$ cat src/rtl/core/mcs_pkg.sv
package mcs_pkg;
    localparam int MAX_NODES = 64;
    localparam int FRAC_BITS = 20;
    localparam int IDX_W = $clog2(MAX_NODES);
    localparam int CNT_W = $clog2(MAX_NODES + 1);
    localparam int VAL_W = 52;
    localparam int NUM_W = 32 + CNT_W + FRAC_BITS + 1;
    localparam int QB_W = $clog2(NUM_W + 1);

    localparam logic [0:0] KIND_LOAD = 1'b0;
    localparam logic [0:0] KIND_START = 1'b1;

    localparam logic [0:0] CFG_NODE_COUNT = 1'b0;
    localparam logic [0:0] CFG_VOLUME = 1'b1;

    typedef struct packed {
        logic search_start;
        logic div_start;
    } mcs_cmd_t;

    typedef struct packed {
        logic search_done;
        logic div_done;
    } mcs_status_t;
endpackage

$ cat src/rtl/core/mcs_ctrl.sv
module mcs_ctrl (
    input  logic                 clk,
    input  logic                 rst_n,
    input  logic                 start,
    output logic                 busy,
    output logic                 res_valid,
    input  logic                 res_taken,
    output mcs_pkg::mcs_cmd_t    cmd,
    input  mcs_pkg::mcs_status_t status
);
    import mcs_pkg::*;

    localparam logic [1:0] C_IDLE = 2'd0;
    localparam logic [1:0] C_SRCH = 2'd1;
    localparam logic [1:0] C_DIV  = 2'd2;
    localparam logic [1:0] C_OUT  = 2'd3;

    logic [1:0] st_reg, st_next;

    always_comb
    begin
        st_next = st_reg;
        cmd.search_start = 1'b0;
        cmd.div_start = 1'b0;
        case (st_reg)
            C_IDLE:
                if (start)
                begin
                    cmd.search_start = 1'b1;
                    st_next = C_SRCH;
                end
            C_SRCH:
                if (status.search_done)
                begin
                    cmd.div_start = 1'b1;
                    st_next = C_DIV;
                end
            C_DIV:
                if (status.div_done)
                    st_next = C_OUT;
            C_OUT:
                if (res_taken)
                    st_next = C_IDLE;
            default: st_next = C_IDLE;
        endcase
    end

    always_ff @(posedge clk or negedge rst_n)
    begin
        if (!rst_n)
            st_reg <= C_IDLE;
        else
            st_reg <= st_next;
    end

    assign busy = (st_reg != C_IDLE);
    assign res_valid = (st_reg == C_OUT);
endmodule

$ cat config.mk
export PLATFORM = sky130hd
export DESIGN_NAME = mcs_ctrl
export DESIGN_NICKNAME = d
export VERILOG_FILES = /design/src/rtl/core/mcs_pkg.sv /design/src/rtl/core/mcs_ctrl.sv
export SDC_FILE = /design/constraint.sdc
export NUM_CORES = 1
export LEC_CHECK = 0
export BUFFER_PORTS_ARGS = -buffer_cell sky130_fd_sc_hd__buf_2
export CAP_MARGIN = 10
export CORE_AREA = 3 3 40 42
export DETAILED_ROUTE_END_ITERATION = 12
export DIE_AREA = 0 0 43 45
export HOLD_SLACK_MARGIN = 0.06
export SLEW_MARGIN = 20
export SYNTH_ARGS = -nofsm -noshare
export SYNTH_HDL_FRONTEND = slang
export SYNTH_SLANG_ARGS = --single-unit
$ cat constraint.sdc
create_clock -name clk -period 3.3 [get_ports clk]
set_clock_uncertainty 0.1 [all_clocks]
set_input_delay 0.33 -clock clk [delete_from_list [all_inputs] [get_ports clk]]
set_output_delay 0.33 -clock clk [all_outputs]
set_load 0.05 [all_outputs]
After elaboration in Yosys (flattened, before gate mapping)
Cells that the tools add are included.
{"block": "word_totals", "out_inout_bits": 4, "regBits": 2}
{"block": "classes", "n_mux": 9, "eq_ne": 7, "reduce_logical": 3}
{"operator": "two-way mux 2 bit", "count": 4}
{"operator": "one-hot mux 2 bit (4 select lines)", "count": 1}
{"operator": "inequality test 2 bit (second input constant)", "count": 3}
{"operator": "equality test 2 bit (second input constant)", "count": 2}
{"operator": "two-way mux 1 bit", "count": 4}
{"operator": "AND reduction 4 bit", "count": 1}
{"operator": "equality test 2 x 1 -> 1 bit (second input constant)", "count": 1}
{"operator": "zero test 2 bit", "count": 1}
{"operator": "inequality test 2 x 1 -> 1 bit (second input constant)", "count": 1}
{"operator": "nonzero test 2 bit", "count": 1}

Logic depth before layout (Yosys ltp)
{"block": "depth", "ltp_word": 3, "mapped_depth": 5, "ltp_nobuf": 5}

Worst setup path before layout
Ideal clock, no wire load.
{"block": "synth_timing", "kind": "register -> register", "start": "register st_reg[0]", "end": "register st_reg[1]", "setup_time_ps": 125, "stages_incl_launch_ff": 5, "t_required_ps": 3075, "period_less_slack_ps": 1632, "arrival_time_ps": 1407, "path_slack_ps": 1668, "path_cell_list": "dfrtp_1 -> ha_1 -> nand2b_1 -> o2111a_2 -> mux2_4"}
{"block": "synth_between", "elab_chain_cells": 3, "word_cells_on_any_way": 10, "classes_between": "eq/ne: 7; mux: 1; reduce/logical: 2"}
{"item": "start: declaration", "line": "mcs_ctrl.sv:18", "rtl": "logic [1:0] st_reg, st_next;"}
{"item": "start signal: assignment", "line": "mcs_ctrl.sv:53", "rtl": "st_reg <= st_next;"}
{"item": "equality test 2 bit *"}
{"item": "named net res_valid", "line": "mcs_ctrl.sv:6", "rtl": "output logic res_valid,"}
{"item": "inequality test 2 x 1 -> 1 bit (no line)"}
{"item": "AND reduction 4 bit (no line)"}
Mark *: on every way through the listed nets, which the timed path passes. The rest lies on a longest branch.
A chain may end at the register's enable or synchronous reset.

==> flow_metrics.tcl <==
set metrics [dict create \
    power.density_nw_per_um2 1106 \
    r2r_cells 5 \
    ys_types 11 \
    drc 0 \
    tritoncts "yes" \
    final_hold_viol_count 0 \
    fin_ws_ps 1562 \
    maxSlewHeadroom_pct 83.52 \
    place_area_um2 249.0 \
    largest_reg_flops 2 \
    tns_ps 0 \
    crit_start "st_reg[0]$_DFFE_PN0P_" \
    r2r_end "st_reg[1]$_DFFE_PN0P_" \
    hold_class "in2async" \
    worst_slew_pin_slew_ps 248.9 \
    final_nets 43 \
    fp.dieW_um 43 \
    setup_viol 0 \
    initial_core_util_pct 14.41 \
    total_power_uw 311.4 \
    worstPathRequired_ps 2870 \
    ios 10 \
    cts-root-buf "clkbuf_4" \
    peakVddDrop_uv 318.9 \
    syn_area_um2 185.2 \
    clock_path_buffers 2 \
    ys_ff_latch 2 \
    synth_area_leader_cell "dfrtp_1" \
    drive_above_1_share_pct 51.61 \
    grt_pass1_vias 151 \
    synth.avg_cell_area_um2 10.29 \
    place_ws_ps 1757 \
    r2r_slack_ps 1760 \
    grt_pass1_wl_um 552 \
    fmax_ghz 0.5753 \
    post-route-min-period_ps 1738 \
    grt_setup_unrepaired "false" \
    rows 13 \
    synthCells 18 \
    dpl.hpwl_um 284.5 \
    path_clk_slew_ps 30 \
    synth.most_common_cell "ha_1" \
    h-tree-depth 1 \
    overflow 0 \
    synthTopCellsByArea "dfrtp_1 (27%), ha_1 (27%), nand2b_1 (10%)" \
    dr.pass1.iters 2 \
    clk_latency_ps 220 \
    start_kind "flip-flop" \
    path_class "reg2out" \
    grt_max_degree 5 \
    grt_usage_pct 4.246 \
    synth_top_area_share_pct 27.03 \
    ys.flop_type "dfrtp_1" \
    die_h_um 45 \
    antenna_found_initial 0 \
    cts_buffers 3 \
    synth_edf_count 0 \
    wirelength_um 339 \
    final_area_um2 281.5 \
    period_share_pct 52.68 \
    synth_warnings 0 \
    cap_violations 0 \
    reg2reg_from "st_reg[0]$_DFFE_PN0P_" \
    drt-initial-drc-count 1 \
    final_max_slew_viol_count 0 \
    endpoint_kind "primary output" \
    async_flop_share_pct 100.0 \
    io_buffer_count 9 \
    cp_data_arrival_time_ps 1310 \
    synth_common_cells "ha_1 (4), nand2b_1 (3), dfrtp_1 (2), inv_1 (2)" \
    synth_nets 28 \
    diodes 0 \
    core_area_um2 1285 \
    vias 157 \
    wl_per_cell_um 7.370 \
    gp_congestion 0.5998 \
    seq_area_frac_synth_pct 27.03 \
    leakagePower_uw 0.0001543 \
    cp_max_fo 3 \
    clock-sinks 2 \
    postCtsSetupBuffers 0 \
    die-area_um2 1935 \
    ant_nets 0 \
    syn_to_final_growth_pct 52.03 \
    via_per_inst 3.413 \
    outcome "finished, final reports clean" \
]
-- placed cells by master, fill, tap and decap left out, drive strengths merged --
cell type | Yosys | routed
clkbuf | 0 | 3
nor2 | 1 | 1
nand2b | 3 | 3
inv | 3 | 3
ha | 4 | 4
mux2 | 1 | 1
dfrtp | 2 | 2
buf | 0 | 9
and2 | 2 | 2
mux2i | 1 | 1
o2111a | 1 | 1
dlygate4sd3 | 0 | 1
-- metrics by stage --
stage | utilization [%] | hold WS (ps) | std cells
2_1_floorplan | - | -65.59 | 18
3_3_place_gp | 19.38 | 17.18 | 42
3_5_place_dp | 19.38 | 17.13 | 42
4_1_cts | 21.91 | 304.6 | 46
5_1_grt | 21.91 | 319.1 | 46
6_report | 21.91 | 317.9 | 46
-- worst max path at each step --
stage	to	slack, ps	depth (start not counted)
2_1_floorplan	st_reg[1]$_DFFE_PN0P_	1670	4
3_3_place_gp	st_reg[1]$_DFFE_PN0P_	1780	5
3_5_place_dp	st_reg[1]$_DFFE_PN0P_	1760	5
4_1_cts	cmd[1]	1540	4
5_1_grt	cmd[1]	1490	4
6_report	cmd[1]	1560	4
-- power breakdown --
part           switching (µW)  internal [µW]
logic                     128           79.1
registers                11.6           39.1
clock network            13.6           40.1
-- critical path: stages, from the launching register on --
cell and delay (ps):
dfrtp_1 390, inv_1 100, ha_1 200, and2_2 140, buf_2 250
-- kinds of logic after synthesis --
kind of cell               synth area share, %
adders and majority gates                27.03
AOI/OAI and AO/OA                        6.756
muxes                                    13.51
and+or+nand+nor                          19.60
DFF                                      27.03
buffers and inverters                    6.081
-- cell type report --
| type | count | area (µm²) |
|---|---|---|
| clock buffers | 3 | 22.52 |
| fillers | 145 | 1003 |
| inverters | 3 | 11.26 |
| multi-input cells | 13 | 123.9 |
| flip-flops and latches | 2 | 50.05 |
| well taps | 15 | 18.77 |
| repair buffers | 10 | 55.05 |
-- timing repair --
| item | 4_1_cts | 5_1_grt |
|---|---|---|
| resized for setup | 0 | 0 |
| hold buffers | 1 | 0 |
| hold endpoints to repair | 2 | 0 |
-- routing by layer --
layer | part of all wire, % | track usage, % | vias to the layer above | wire (µm)
met5 | 0 | 0 | - | 0
met4 | 0 | 3.614 | 0 | 0
met3 | 10 | 3.984 | 0 | 35
met2 | 44 | 5.090 | 6 | 150
met1 | 45 | 4.337 | 68 | 153
li1 | - | - | 83 | -
Note: power is estimated with default switching activity, not from simulation.
